`src/sv/cmcd_pkg.sv`:
```
`timescale 1ns / 1ps

package cmcd_pkg;

  localparam int unsigned COLOR_W   = 3;
  localparam int unsigned THRESH_W  = 8;
  localparam int unsigned CMD_W     = 4;
  localparam int unsigned MARKS_W   = 4;
  localparam int unsigned RUN_W     = 8;
  localparam int unsigned LEAD_N    = 3;
  localparam int unsigned PATTERN_N = 11;

  localparam int unsigned APB_ADDR_W = 4;
  localparam int unsigned APB_DATA_W = 32;

  localparam logic [1:0] REG_WHITE     = 2'd0;
  localparam logic [1:0] REG_BLACK     = 2'd1;
  localparam logic [1:0] REG_THRESHOLD = 2'd2;

  localparam logic [COLOR_W-1:0]  WHITE_RESET     = 3'd0;
  localparam logic [COLOR_W-1:0]  BLACK_RESET     = 3'd1;
  localparam logic [THRESH_W-1:0] THRESHOLD_RESET = 8'd10;

  localparam logic [CMD_W-1:0] CMD_NONE = 4'd0;

  typedef logic [COLOR_W-1:0] color_t;

  typedef struct packed {
    color_t              white;
    color_t              black;
    logic [THRESH_W-1:0] threshold;
  } cfg_t;

  typedef struct packed {
    logic [CMD_W-1:0]   command;
    logic               sequence_end;
    logic [MARKS_W-1:0] marks;
  } res_t;

  // first/second/third mark of each pattern; command = pattern index + 1
  localparam color_t PATTERNS [PATTERN_N][LEAD_N] = '{
    '{3'd4, 3'd3, 3'd5}, '{3'd3, 3'd4, 3'd5}, '{3'd3, 3'd4, 3'd3},
    '{3'd5, 3'd4, 3'd3}, '{3'd5, 3'd3, 3'd4}, '{3'd5, 3'd3, 3'd5},
    '{3'd4, 3'd5, 3'd3}, '{3'd5, 3'd4, 3'd5}, '{3'd4, 3'd5, 3'd4},
    '{3'd3, 3'd5, 3'd3}, '{3'd4, 3'd3, 3'd4}
  };

  function automatic logic [CMD_W-1:0] match_command(color_t m0, color_t m1, color_t m2);
    logic [CMD_W-1:0] cmd;
    cmd = CMD_NONE;
    for (int i = PATTERN_N - 1; i >= 0; i--) begin
      if (m0 == PATTERNS[i][0] && m1 == PATTERNS[i][1] && m2 == PATTERNS[i][2]) begin
        cmd = CMD_W'(i + 1);
      end
    end
    return cmd;
  endfunction

endpackage

```
`src/sv/cmcd_cfg.sv`:
```
`timescale 1ns / 1ps

module cmcd_cfg (
  input  logic                             clk_i,
  input  logic                             rst_ni,
  input  logic                             psel,
  input  logic                             penable,
  input  logic                             pwrite,
  input  logic [cmcd_pkg::APB_ADDR_W-1:0]  paddr,
  input  logic [cmcd_pkg::APB_DATA_W-1:0]  pwdata,
  output logic [cmcd_pkg::APB_DATA_W-1:0]  prdata,
  output logic                             pready,
  output cmcd_pkg::cfg_t                   cfg_o
);
  import cmcd_pkg::*;

  cfg_t       cfg_q;
  logic       wr_en;
  logic [1:0] reg_idx;

  assign pready  = 1'b1;
  assign wr_en   = psel && penable && pwrite && pready;
  assign reg_idx = paddr[3:2];

  always_ff @(posedge clk_i or negedge rst_ni) begin
    if (!rst_ni) begin
      cfg_q.white     <= WHITE_RESET;
      cfg_q.black     <= BLACK_RESET;
      cfg_q.threshold <= THRESHOLD_RESET;
    end else if (wr_en) begin
      case (reg_idx)
        REG_WHITE:     cfg_q.white     <= pwdata[COLOR_W-1:0];
        REG_BLACK:     cfg_q.black     <= pwdata[COLOR_W-1:0];
        REG_THRESHOLD: cfg_q.threshold <= pwdata[THRESH_W-1:0];
        default: ;
      endcase
    end
  end

  always_comb begin
    case (reg_idx)
      REG_WHITE:     prdata = APB_DATA_W'(cfg_q.white);
      REG_BLACK:     prdata = APB_DATA_W'(cfg_q.black);
      REG_THRESHOLD: prdata = APB_DATA_W'(cfg_q.threshold);
      default:       prdata = '0;
    endcase
  end

  assign cfg_o = cfg_q;

endmodule

```
`src/sv/cmcd_mark.sv`:
```
`timescale 1ns / 1ps

module cmcd_mark #(
  parameter int unsigned SEQUENCE_DEPTH = 10
) (
  input  logic             clk_i,
  input  logic             rst_ni,
  input  logic             step_i,
  input  cmcd_pkg::color_t sample_i,
  input  cmcd_pkg::cfg_t   cfg_i,
  output cmcd_pkg::res_t   res_o
);
  import cmcd_pkg::*;

  localparam int unsigned CNT_W = $clog2(SEQUENCE_DEPTH);

  color_t             prev_sample_q;
  logic [RUN_W-1:0]   run_q, run_d;
  color_t             prev_mark_q, prev_mark_d;
  logic [CNT_W-1:0]   count_q, count_d;
  logic [CNT_W:0]     count_inc;
  color_t             lead_q [LEAD_N];

  logic same, is_mark, bg_c, bg_pm, add_mark, end_seq, lead_wr;

  always_comb begin
    same      = sample_i == prev_sample_q;
    run_d     = same ? ((run_q == {RUN_W{1'b1}}) ? run_q : run_q + 1'b1) : '0;
    is_mark   = (run_d > cfg_i.threshold) && (sample_i != prev_mark_q);
    bg_c      = (sample_i == cfg_i.white) || (sample_i == cfg_i.black);
    bg_pm     = (prev_mark_q == cfg_i.white) || (prev_mark_q == cfg_i.black);
    add_mark  = is_mark && !bg_c;
    end_seq   = is_mark && bg_c && !bg_pm;
    lead_wr   = add_mark && (count_q < CNT_W'(LEAD_N));
    count_inc = {1'b0, count_q} + 1'b1;

    count_d = count_q;
    if (add_mark) begin
      count_d = (count_inc >= (CNT_W+1)'(SEQUENCE_DEPTH)) ? '0 : count_inc[CNT_W-1:0];
    end
    if (end_seq) begin
      count_d = '0;
    end
    prev_mark_d = is_mark ? sample_i : prev_mark_q;

    res_o.sequence_end = end_seq;
    res_o.marks        = end_seq ? MARKS_W'(count_q) : '0;
    res_o.command      = (end_seq && count_q >= CNT_W'(LEAD_N))
                       ? match_command(lead_q[0], lead_q[1], lead_q[2]) : CMD_NONE;
  end

  always_ff @(posedge clk_i or negedge rst_ni) begin
    if (!rst_ni) begin
      prev_sample_q <= WHITE_RESET;
      run_q         <= '0;
      prev_mark_q   <= WHITE_RESET;
      count_q       <= '0;
    end else if (step_i) begin
      prev_sample_q <= sample_i;
      run_q         <= run_d;
      prev_mark_q   <= prev_mark_d;
      count_q       <= count_d;
    end
  end

  always_ff @(posedge clk_i) begin
    for (int i = 0; i < LEAD_N; i++) begin
      if (step_i && lead_wr && count_q == CNT_W'(i)) begin
        lead_q[i] <= sample_i;
      end
    end
  end

endmodule

```
`src/sv/color_mark_command_decoder_top.sv`:
```
`timescale 1ns / 1ps

// Colour mark command decoder. Each input item is one colour sample; every
// item yields exactly one result item after it is accepted (an input
// register, then the mark tracker feeding the result register), and a
// new item is accepted every cycle while the output is not stalled. A
// colour becomes a mark once its run exceeds mark_threshold; marks other
// than white or black are counted, and a white or black mark after a
// coloured one ends the sequence, reporting its mark count and, for three or
// more marks, the command matched from its first three marks (0 when none
// matches). Registers: white_code at 0x0, black_code at 0x4, mark_threshold
// at 0x8; write them only while the block is idle.
module color_mark_command_decoder_top #(
  parameter int unsigned SEQUENCE_DEPTH = 10
) (
  input  logic                              clk_i,
  input  logic                              rst_ni,
  input  logic                              psel,
  input  logic                              penable,
  input  logic                              pwrite,
  input  logic [cmcd_pkg::APB_ADDR_W-1:0]   paddr,
  input  logic [cmcd_pkg::APB_DATA_W-1:0]   pwdata,
  output logic [cmcd_pkg::APB_DATA_W-1:0]   prdata,
  output logic                              pready,
  input  logic                              in_valid_i,
  output logic                              in_stall_o,
  input  logic [cmcd_pkg::COLOR_W-1:0]      color_sample_i,
  output logic                              out_valid_o,
  input  logic                              out_stall_i,
  output logic [cmcd_pkg::CMD_W-1:0]        command_o,
  output logic                              sequence_end_o,
  output logic [cmcd_pkg::MARKS_W-1:0]      marks_in_sequence_o
);
  import cmcd_pkg::*;

  cfg_t   cfg;
  res_t   res, res_q;
  logic   s1_valid_q, out_valid_q;
  color_t s1_sample_q;
  logic   out_free, s1_move, s1_load;

  cmcd_cfg u_cfg (
    .clk_i   (clk_i),
    .rst_ni  (rst_ni),
    .psel    (psel),
    .penable (penable),
    .pwrite  (pwrite),
    .paddr   (paddr),
    .pwdata  (pwdata),
    .prdata  (prdata),
    .pready  (pready),
    .cfg_o   (cfg)
  );

  assign out_free   = !out_valid_q || !out_stall_i;
  assign s1_move    = s1_valid_q && out_free;
  assign in_stall_o = s1_valid_q && !out_free;
  assign s1_load    = in_valid_i && !in_stall_o;

  always_ff @(posedge clk_i or negedge rst_ni) begin
    if (!rst_ni) begin
      s1_valid_q <= 1'b0;
    end else if (s1_load || s1_move) begin
      s1_valid_q <= s1_load;
    end
  end

  always_ff @(posedge clk_i) begin
    if (s1_load) begin
      s1_sample_q <= color_sample_i;
    end
  end

  cmcd_mark #(
    .SEQUENCE_DEPTH (SEQUENCE_DEPTH)
  ) u_mark (
    .clk_i    (clk_i),
    .rst_ni   (rst_ni),
    .step_i   (s1_move),
    .sample_i (s1_sample_q),
    .cfg_i    (cfg),
    .res_o    (res)
  );

  always_ff @(posedge clk_i or negedge rst_ni) begin
    if (!rst_ni) begin
      out_valid_q <= 1'b0;
    end else if (out_free) begin
      out_valid_q <= s1_move;
    end
  end

  always_ff @(posedge clk_i) begin
    if (s1_move) begin
      res_q <= res;
    end
  end

  assign out_valid_o         = out_valid_q;
  assign command_o           = res_q.command;
  assign sequence_end_o      = res_q.sequence_end;
  assign marks_in_sequence_o = res_q.marks;

endmodule

```
`config.mk`:
```
export PLATFORM = sky130hd
export DESIGN_NAME = color_mark_command_decoder_top
export DESIGN_NICKNAME = d
export VERILOG_FILES = /design/src/sv/cmcd_pkg.sv /design/src/sv/cmcd_cfg.sv /design/src/sv/cmcd_mark.sv /design/src/sv/color_mark_command_decoder_top.sv
export SDC_FILE = /design/constraint.sdc
export NUM_CORES = 1
export LEC_CHECK = 0
export BUFFER_PORTS_ARGS = -buffer_cell sky130_fd_sc_hd__buf_2
export CAP_MARGIN = 20
export CORE_UTILIZATION = 41
export CTS_BUF_LIST = sky130_fd_sc_hd__clkbuf_4
export CTS_CLUSTER_SIZE = 10
export DETAILED_ROUTE_END_ITERATION = 8
export SLEW_MARGIN = 20
export SYNTH_ARGS = -nofsm -noshare
export SYNTH_HDL_FRONTEND = slang
export SYNTH_SLANG_ARGS = --single-unit
```
`constraint.sdc`:
```
create_clock -name clk_i -period 3.9 [get_ports clk_i]
set_clock_uncertainty 0.05 [all_clocks]
set_input_delay 0.585 -clock clk_i [delete_from_list [all_inputs] [get_ports clk_i]]
set_output_delay 0.585 -clock clk_i [all_outputs]
set_load 0.005 [all_outputs]
```
==> After elaboration in Yosys (flattened, before gate mapping) <==
Memories as Yosys holds them, arrays and structs flattened.
Cells that the tools add are included.
{ "word_totals": {"register_bits": 46, "mem_bits_rw": 9, "inputBits": 46, "out_inout_bits": 44, "word_cells": 128, "memories": 1} }
{ "mem_list": {"columns": ["name", "depth", "width", "read_ports", "rd_clocked_by_memory_dff", "wr", "line", "text"], "rows": [
  ["u_mark.lead_q", 3, 3, 3, 0, 1, "cmcd_mark.sv:22", "color_t lead_q [LEAD_N];"]
]} }
{ "op_classes": {"n_addsub": 2, "magnitude_cmp": 4, "n_eq_ne": 20, "muxes": 29, "n_bitwise": 1, "reduce_logical": 55} }
{ "op_table": {"columns": ["op", "count"], "rows": [
  ["1-bit logical AND", 32],
  ["4-bit 2-to-1 mux", 7],
  ["8-bit one-hot mux with 3 select lines", 1],
  ["3-bit equality test, second input constant", 6],
  ["3-bit 2-to-1 mux", 6],
  ["8-bit 2-to-1 mux", 2],
  ["3-bit equality test", 5],
  ["2-bit AND reduction", 5],
  ["3-bit by 2-bit equality test with 1-bit output, second input constant", 3],
  ["1-bit 2-to-1 mux", 9],
  ["8-bit by 1-bit adder with 8-bit output, second input constant", 1],
  ["8-bit equality test, second input constant", 1],
  ["8-bit > comparator", 1],
  ["2-bit 2-to-1 mux", 4],
  ["8-bit OR reduction", 1],
  ["1-bit zero test", 6],
  ["3-bit OR reduction", 2],
  ["4-bit by 1-bit adder with 5-bit output, second input constant", 1],
  ["5-bit by 4-bit greater-or-equal comparator with 1-bit output, second input constant", 1],
  ["4-bit by 1-bit equality test with 1-bit output, second input constant", 1],
  ["4-bit by 2-bit equality test with 1-bit output, second input constant", 1],
  ["4-bit by 2-bit greater-or-equal comparator with 1-bit output, second input constant", 1],
  ["4-bit zero test", 1],
  ["1-bit logical OR", 4],
  ["9 further kinds", 9]
]} }

==> Logic depth before layout (Yosys ltp) <==
Gate-level depths: netlist (run 1).
An unclocked memory read counts as a cell.
{ "logic_depth": {"word_depth": 15, "depth_mapped": 13, "ltp_nobuf": 12} }

==> By module <==
From an unflattened synthesis (run 1), not the netlist that was laid out.
{ "unflattened": {"cells_unflattened": 334, "hier_area_um2": 3440.8} }
{ "by_module_without_submodules": {"columns": ["mod", "instances", "cells_per_inst", "area_per_inst_um2", "seq_area_each_um2"], "rows": [
  ["cmcd_mark", 1, 238, 2123.3, 720.7],
  ["cmcd_cfg", 1, 76, 864.6, 354.1],
  ["color_mark_command_decoder_top", 1, 20, 452.9, 410.4]
]} }

==> Least setup slack after synthesis (run 1) <==
OpenSTA, ideal clock, no wires.
{ "synth_timing": {"path_type": "register to register", "startpoint": "register u_mark.run_q[5]", "endpoint": "memory u_mark.lead_q[0][0] (netlist bit) (enable)", "setup_ns": 0.304, "arrival_ns": 2.653, "required_ns": 3.546, "path_slack_ns": 0.893, "path_stages_with_launch": 12, "path_buffers": 1, "synth_period_minus_slack_ns": 3.007, "path_cell_list": "dfrtp_1 and3_1 a41oi_1 and3_1 xnor2_1 nor2_1 ha_1 nand3_1 a21boi_0 o311a_2 buf_6 and4_1"} }
{ "synth_between": {"elab_chain_len": 14, "elab_cells_between_ends": 24, "classes_between": "1 x add/sub; 1 x order compare; 1 x eq/ne; 12 x mux; 9 x reduce/logical"} }
{ "synth_lines": {"columns": ["item", "line", "text"], "rows": [
  ["start, declared", "cmcd_mark.sv:18", "logic [RUN_W-1:0] run_q, run_d;"],
  ["start signal, assigned", "cmcd_mark.sv:60", "run_q <= run_d;"],
  ["8-bit by 1-bit adder with 8-bit output / 8-bit equality test (equally long branches)", "cmcd_mark.sv:28", "run_d = same ? ((run_q == {RUN_W{1'b1}}) ? run_q : run_q + 1'b1) : '0;"],
  ["8-bit 2-to-1 mux (*) (2 in a row)", "cmcd_mark.sv:28", null],
  ["via u_mark.run_d[5]", "cmcd_mark.sv:18", null],
  ["8-bit > comparator (*)", "cmcd_mark.sv:29", "is_mark = (run_d > cfg_i.threshold) && (sample_i != prev_mark_q);"],
  ["1-bit logical AND (*)", "cmcd_mark.sv:29", null],
  ["1-bit logical AND (*)", "cmcd_mark.sv:32", "add_mark = is_mark && !bg_c;"],
  ["1-bit logical AND (*)", "cmcd_mark.sv:34", "lead_wr = add_mark && (count_q < CNT_W'(LEAD_N));"],
  ["1-bit logical AND (*)", "cmcd_mark.sv:68", "if (step_i && lead_wr && count_q == CNT_W'(i)) begin"],
  ["1-bit logical AND", "cmcd_mark.sv:68", null],
  ["1-bit 2-to-1 mux", "cmcd_mark.sv:68", null],
  ["1-bit 2-to-1 mux (implied by the code)", "cmcd_mark.sv:69", "lead_q[i] <= sample_i;"],
  ["3-bit OR reduction (no line)", null, null],
  ["2-bit 2-to-1 mux (no line) / 1-bit 2-to-1 mux (equally long branches) (2 in a row)", null, null],
  ["end, declared", "cmcd_mark.sv:22", null]
]} }
The timed path passes the listed nets; every way through them passes the cells marked *.

==> Worst setup path in the final report (run 1) <==
{ "layout_timing": {"startpoint": "register u_mark.run_q[5]", "endpoint": "memory u_mark.lead_q[0][3] (netlist bit) (enable)"} }
Same word-level chain as after synthesis.

==> impl_results.md, run 1 <==
* Synthesis-to-layout area growth at 8.02%
* Area leader, netlist: dfrtp_1
* Largest cells by area after synthesis: dfrtp_1 (23%), edfxtp_1 (19%), buf_4 (6.3%)
* Fin util at 46.4%
* Hold Violations, Final at 0
* Max rail drop VDD at 0.216 mV
* Sw Ratio at 28.9%
* Largest net degree at the start of global routing at 35
* FILL cells at 765
* Path type of the worst min-delay path: input port to asynchronous set/reset pin
* Most frequent cells in the layout: buf_2 (38), dfrtp_1 (31), nand2_1 (25), conb_1 (25), edfxtp_1 (21)
* Final GP Congestion at 0.825
* Yosys cell types at 57
* P_int at 1.01 mW
* Critical path launch point type: flip-flop
* CP required at 3.95 ns
* Synth async-reset ratio at about three fifths
* Max Buffers Root-to-Sink at 2
* Syn Area/Cell at 10.3 sq um
* Slew @ Worst Pin at 0.749 ns
* I/O Pins at 90
* WP data arrival at 3.40 ns
* Tot Pwr at 1.42 mW
* Tcrit/Tclk final at a little under nine tenths
* Gate count of the mapped netlist at 325
* R2r setup slk at between 0.5 and 0.6 ns
* Reg2reg start: u_mark.run_q[5]
* Cts hold-fix bufs at 0
* Final HPWL DP at 4.39 mm
* Routed wire length at 5.91 mm
* Reg power frac at 51.3%
* Starting Density at about 43%
* Max-slew violation count at 0
* Top_reg_cell synth: dfrtp_1
* Number of core rows at 32
* Crit path launch: u_mark.run_q[5]
* Worst-path fanout max at 12
* Nets at around 420
* Die area at 0.00854 sq mm
* Switching Power at 0.411 mW
* Setup TNS Final at 0 ns
* Post-route ant nets at 0
* GRT Residual Overflow at 0
* Max Fclk at 299 MHz
* Number of global-route vias before repair at 2226
* Die H at 92.4 microns
* Starting DRT DRC Count at 91
* Post-CTS setup repair buffer count at 0
* GRT Util Overall at 14.7%
* Reg2reg end: u_mark.lead_q[0][3]
* First-pass GRT wire length at 10.1 mm
* Post-CTS resize count at 0
* Combinational Power Share at a little over a fifth
* Clk pwr share at a little over a quarter
* Post-synthesis sequential area ratio at 44.3%
* Die width at 92.4 microns
* CTS tree: done
* Leak at 1.53 nW
* Worst-Skew Late Latency at 0.37 ns
* Vias/cell at 4.94
* Final setup violation count at 0
* Root Buffer: clkbuf_4
* Diodes inserted at 0
* Setup crit end: u_mark.lead_q[0][3]
* Post-route cell area at 0.00362 sq mm
* # clock sinks at 55
* Share of the synthesized area in the top cell type at 23.1%
* Status: finished, final reports clean
* FF-to-FF path depth at 10
* H-Tree Depth at 2
* CP Capture Type: flip-flop
* Pwr Density at 393 mW/mm^2
* EDFF count, synth at 21
* Final Critical Period at 3.35 ns
* Inserted Clock Buffers at 5
* RSZ-0062 raised after global routing: no
* Max cap viols at 0
* Drt drc at 0
* Synthesized area at 0.00335 sq mm
* Placed Area at 0.00352 sq mm
* CTS clk-pin slew, worst paths at approximately 0.16 ns
* Routed len/inst at between 10 and 15 microns
* CP Class: flip-flop to flip-flop
* Slew HR at 50.0%
* Fraction of layout cells with a size suffix above 1 at 21.3%
* PortBufs at 38
* Initial antenna violation count at 0
* Synth Register Bits at 55
* CORE AREA at ~0.0078 sq mm
* Commonest non-fill, non-tap cell in the layout: buf_2
* Ys Warns at 0
* DR pass1 iterations at 4
* Routed via count at roughly 2300
==> cells by family (layout without fill, tap and decap cells) <==
kind of cell,count (synthesis),count (layout),share of synthesized area [%]
AND/OR/NAND/NOR,109,109,17.9
AO/OA/AOI/OAI,56,56,11.3
flip-flops,55,55,44.3
buffers and inverters,48,61,9.18
XOR/XNOR,24,24,6.27
multiplexers,18,18,6.01
adder cells (fa/ha/maj),13,13,4.85
other,2,25,0.224
==> critical path, stage by stage (launching register included) <==
cell and delay, ns:
dfrtp_1 0.46, and3_1 0.24, a41oi_1 0.36, and3_1 0.27, xnor2_1 0.15, nor2_1 0.07, ha_1 0.30, nand3_1 0.07
a21boi_0 0.38, o311a_2 0.40, and4_1 0.33
==> cell type report <==
cell class	count	area, sq um	area share [%]
clock buffer	5	37.5	1.04
clock inverter	3	67.6	1.87
inverter	12	45.0	1.24
multi-input combinational	245	1650	45.5
sequential	55	1490	41.0
tap	102	128	3.52
timing repair buffer	41	213	5.87
==> registers in the layout, summed over array words and instances (netlist names) <==
name and count:
s1_valid_q 1, s1_sample_q 3, u_mark.prev_mark_q 3, u_mark.lead_q 9
u_mark.run_q 8, u_cfg.cfg_o 14, out_valid_o 1, u_mark.count_q 4
marks_in_sequence_o 4, command_o 4, sequence_end_o 1, u_mark.prev_sample_q 3
==> synthesized netlist by cell type, types with 9 or more instances <==
library cell	instances
nand3_1	14
buf_4	28
nor2_1	16
edfxtp_1	21
dfrtp_1	31
and2_1	9
mux2_2	13
nor3_1	11
inv_1	11
o21ai_0	20
nand2_1	25
ha_1	13
xor2_1	11
xnor2_1	13
==> per-layer routing <==
layer / up-vias / global-route usage (%) / share of wire [%]
met4: 0 / 4.30 / 0.96
met5: - / 0 / 0
met3: 5 / 2.46 / 2.8
li1: 1168 / - / -
met2: 42 / 25.3 / 49
met1: 1070 / 19.0 / 48
==> worst min path at each step <==
stage	startpoint	to	slack [ns]	cells after the start
floorplan	rst_ni	out_valid_o	0.24	0
global placement	s1_valid_q	out_valid_o	0.42	1
detailed placement	s1_valid_q	out_valid_o	0.45	1
CTS	rst_ni	u_mark.run_q[6]	0.22	1
global route	rst_ni	u_mark.run_q[6]	0.24	1
finish	rst_ni	u_mark.run_q[6]	0.20	1
==> stage by stage <==
step / instances / setup WS, ns / hold WS [ns]
floorplan: 348 / 0.893 / 0.239
global placement: 455 / 0.554 / 0.420
detailed placement: 455 / 0.530 / 0.447
CTS: 463 / 0.491 / 0.221
global route: 463 / 0.333 / 0.243
finish: 463 / 0.551 / 0.203
==> power by group through the flow <==
stage	combinational [mW]	clock (mW)	sequential, mW
finish	0.311	0.382	0.730
global route	0.353	0.415	0.739
CTS	0.315	0.395	0.731
detailed placement	0.311	0	0.743
global placement	0.305	0	0.742
floorplan	0.258	0	0.725
Note: power is estimated with default switching activity, not from simulation.
==> run 2, diff against run 1 <==
--- a/config.mk
+++ b/config.mk
@@ -7,10 +7,13 @@
 export LEC_CHECK = 0
 export BUFFER_PORTS_ARGS = -buffer_cell sky130_fd_sc_hd__buf_2
 export CAP_MARGIN = 20
-export CORE_UTILIZATION = 41
+export CELL_PAD_IN_SITES_DETAIL_PLACEMENT = 1
+export CELL_PAD_IN_SITES_GLOBAL_PLACEMENT = 2
+export CORE_UTILIZATION = 34
 export CTS_BUF_LIST = sky130_fd_sc_hd__clkbuf_4
 export CTS_CLUSTER_SIZE = 10
 export DETAILED_ROUTE_END_ITERATION = 8
+export PLACE_DENSITY_LB_ADDON = 0.1
 export SLEW_MARGIN = 20
 export SYNTH_ARGS = -nofsm -noshare
 export SYNTH_HDL_FRONTEND = slang
==> run 2 against run 1 <==
  * Final area up 1.8%
  * Sequential power down 0.5%
  * Critical endpoint is now u_mark.lead_q[0][4]
  * Hold slack better by 0.0035 ns
  * First-iteration DRC count fell by 53%
==> impl_results.md, run 2 (same netlist as run 1, synthesis figures left out) <==
* Post-route ant nets at 0 (unchanged)
* Routed len/inst at 14.8 microns (+16%)
* Placed Area at 0.00358 sq mm (+1.8%)
* Starting DRT DRC Count at 43 (-53%)
* Max FFs per register at 14 (unchanged)
* Critical path launch point type: flip-flop
* Post-CTS resize count at 0 (unchanged)
* Max rail drop VDD at 0.152 mV (-30%)
* CP Capture Type: flip-flop
* Max Buffers Root-to-Sink at 2 (unchanged)
* Die width at 101 microns (+9.6%)
* Inserted Clock Buffers at 5 (unchanged)
* Final setup violation count at 0 (unchanged)
* H-Tree Depth at 2 (unchanged)
* Slew HR at 45.9% (-4.1 points)
* CP max-delay cell: dfrtp_1
* Number of core rows at 35 (+9.4%)
* RSZ-0062 raised after global routing: no
* Synthesis-to-layout area growth at 9.93%
* CTS tree: done
* GRT Residual Overflow at 0 (unchanged)
* DR pass1 iterations at 6 (+2)
* Routed via count at 2384 (+4.3%)
* Hold Violations, Final at 0 (unchanged)
* PortBufs at 38 (unchanged)
* Initial antenna violation count at 0 (unchanged)
* Routed wire length at 7.30 mm (+24%)
* Cts hold-fix bufs at 0 (unchanged)
* Setup TNS Final at 0 ns (unchanged)
* Most common cell on crit path: ha_1
* Tcrit/Tclk final at 84.5% (-1.4 points)
* First-pass GRT wire length at 12.7 mm (+26%)
* Fin util at 39.1% (-7.2 points)
* WP data arrival at 3.35 ns (-0.05 ns)
* Crit-path max cell delay at 0.46 ns (about the same)
* Path type of the worst min-delay path: input port to asynchronous set/reset pin
* Worst-Skew Late Latency at 0.38 ns (about the same)
* Pwr Density at 393 mW/mm^2 (+0.18%)
* CTS clk-pin slew, worst paths at 0.16 ns (about the same)
* Largest net degree at the start of global routing at 35 (unchanged)
* Nets at 423 (+0.95%)
* Max cap viols at 0 (unchanged)
* GRT Util Overall at 15.9% (+1.2 points)
* Final GP Congestion at 0.777 (-5.8%)
* Commonest non-fill, non-tap cell in the layout: buf_2
* Die H at 101 microns (+9.6%)
* Max-slew violation count at 0 (unchanged)
* Most frequent cells in the layout: buf_2 (38), dfrtp_1 (31), nand2_1 (25), conb_1 (25), edfxtp_1 (21)
* Vias/cell at 4.83 (-2.2%)
* Die area at 0.0103 sq mm (+20%)
* Status: finished, final reports clean
* Diodes inserted at 0 (unchanged)
* Starting Density at 35.6% (-7.3 points)
* Post-CTS setup repair buffer count at 0 (unchanged)
* CP Cell Sequence: ha_1 > a41oi_1 > and3_1 > xnor2_1 > nor2_1 > ha_1 > nand3_1 > a21boi_0 > o311a_2 > and4_1
* Fraction of layout cells with a size suffix above 1 at 22.2% (+0.86 points)
* CP Class: flip-flop to flip-flop
* Max Fclk at 303 MHz (+1.6%)
* Worst-path fanout max at 12 (unchanged)
* I/O Pins at 90 (unchanged)
* Slew @ Worst Pin at 0.811 ns (+0.0619 ns)
* Leak at 1.55 nW (+1.6%)
* CORE AREA at 0.00942 sq mm (+21%)
* Root Buffer: clkbuf_4
* Number of global-route vias before repair at 2508 (+13%)
* # clock sinks at 55 (unchanged)
* Post-route cell area at 0.00369 sq mm (+1.8%)
* Drt drc at 0 (unchanged)
* CP required at 3.95 ns (about the same)
* Final HPWL DP at 5.61 mm (+28%)
* Final Critical Period at 3.30 ns (-0.0543 ns)
## run 2: critical path: cells and delay by family, from the launching register on
| family | cells | cell delay (ns) |
|---|---|---|
| compound gates | 3 | 1.09 |
| fa+ha+maj | 2 | 0.59 |
| xor+xnor | 1 | 0.14 |
| simple gates | 4 | 0.70 |
| flops | 1 | 0.46 |
## run 2: area by class of cell
type / instances / area, sq um
clock buffer: 6 / 45.0
clock inverter: 2 / 60.1
fill: 1108 / 5730
inverter: 12 / 45.0
multi-input combinational: 245 / 1650
sequential: 55 / 1490
tap: 129 / 161
timing repair buffer: 45 / 243
## run 2: worst paths after layout
path,startpoint,endpoint,slack [ns],depth (start not counted)
worst max-delay path,u_mark.run_q[0],u_mark.lead_q[0][4],0.60,10
worst min-delay path,rst_ni,u_mark.count_q[2],0.21,1
worst max register to register,u_mark.run_q[0],u_mark.lead_q[0][4],0.60,10
worst min register to register,s1_valid_q,out_valid_o,0.47,1
max in group asynchronous,rst_ni,u_cfg.cfg_o[10],3.07,1
min in group clk_i,pwdata[6],u_cfg.cfg_o[6],0.34,3
## run 2: through the flow
stage | setup slack, ns | power [mW] | hold slack [ns] | instances
finish | 0.605 | 1.45 | 0.207 | 494
floorplan | 0.893 | 0.983 | 0.239 | 348
detailed placement | 0.634 | 1.08 | 0.444 | 486
global route | 0.338 | 1.55 | 0.253 | 494
global placement | 0.656 | 1.07 | 0.425 | 486
CTS | 0.582 | 1.47 | 0.229 | 494
## run 2: metal layers
| metal | global-route usage, % | vias to the layer above | part of all wire [%] |
|---|---|---|---|
| met2 | 28.4 | 38 | 51 |
| li1 | - | 1184 | - |
| met1 | 20.3 | 1156 | 46 |
| met5 | 0 | - | 0 |
| met3 | 2.42 | 6 | 2.7 |
| met4 | 3.68 | 0 | 0.82 |
## run 2: report_power, final
group | internal, mW | switching, mW
clock | 0.207 | 0.186
sequential | 0.669 | 0.0567
combinational | 0.145 | 0.186
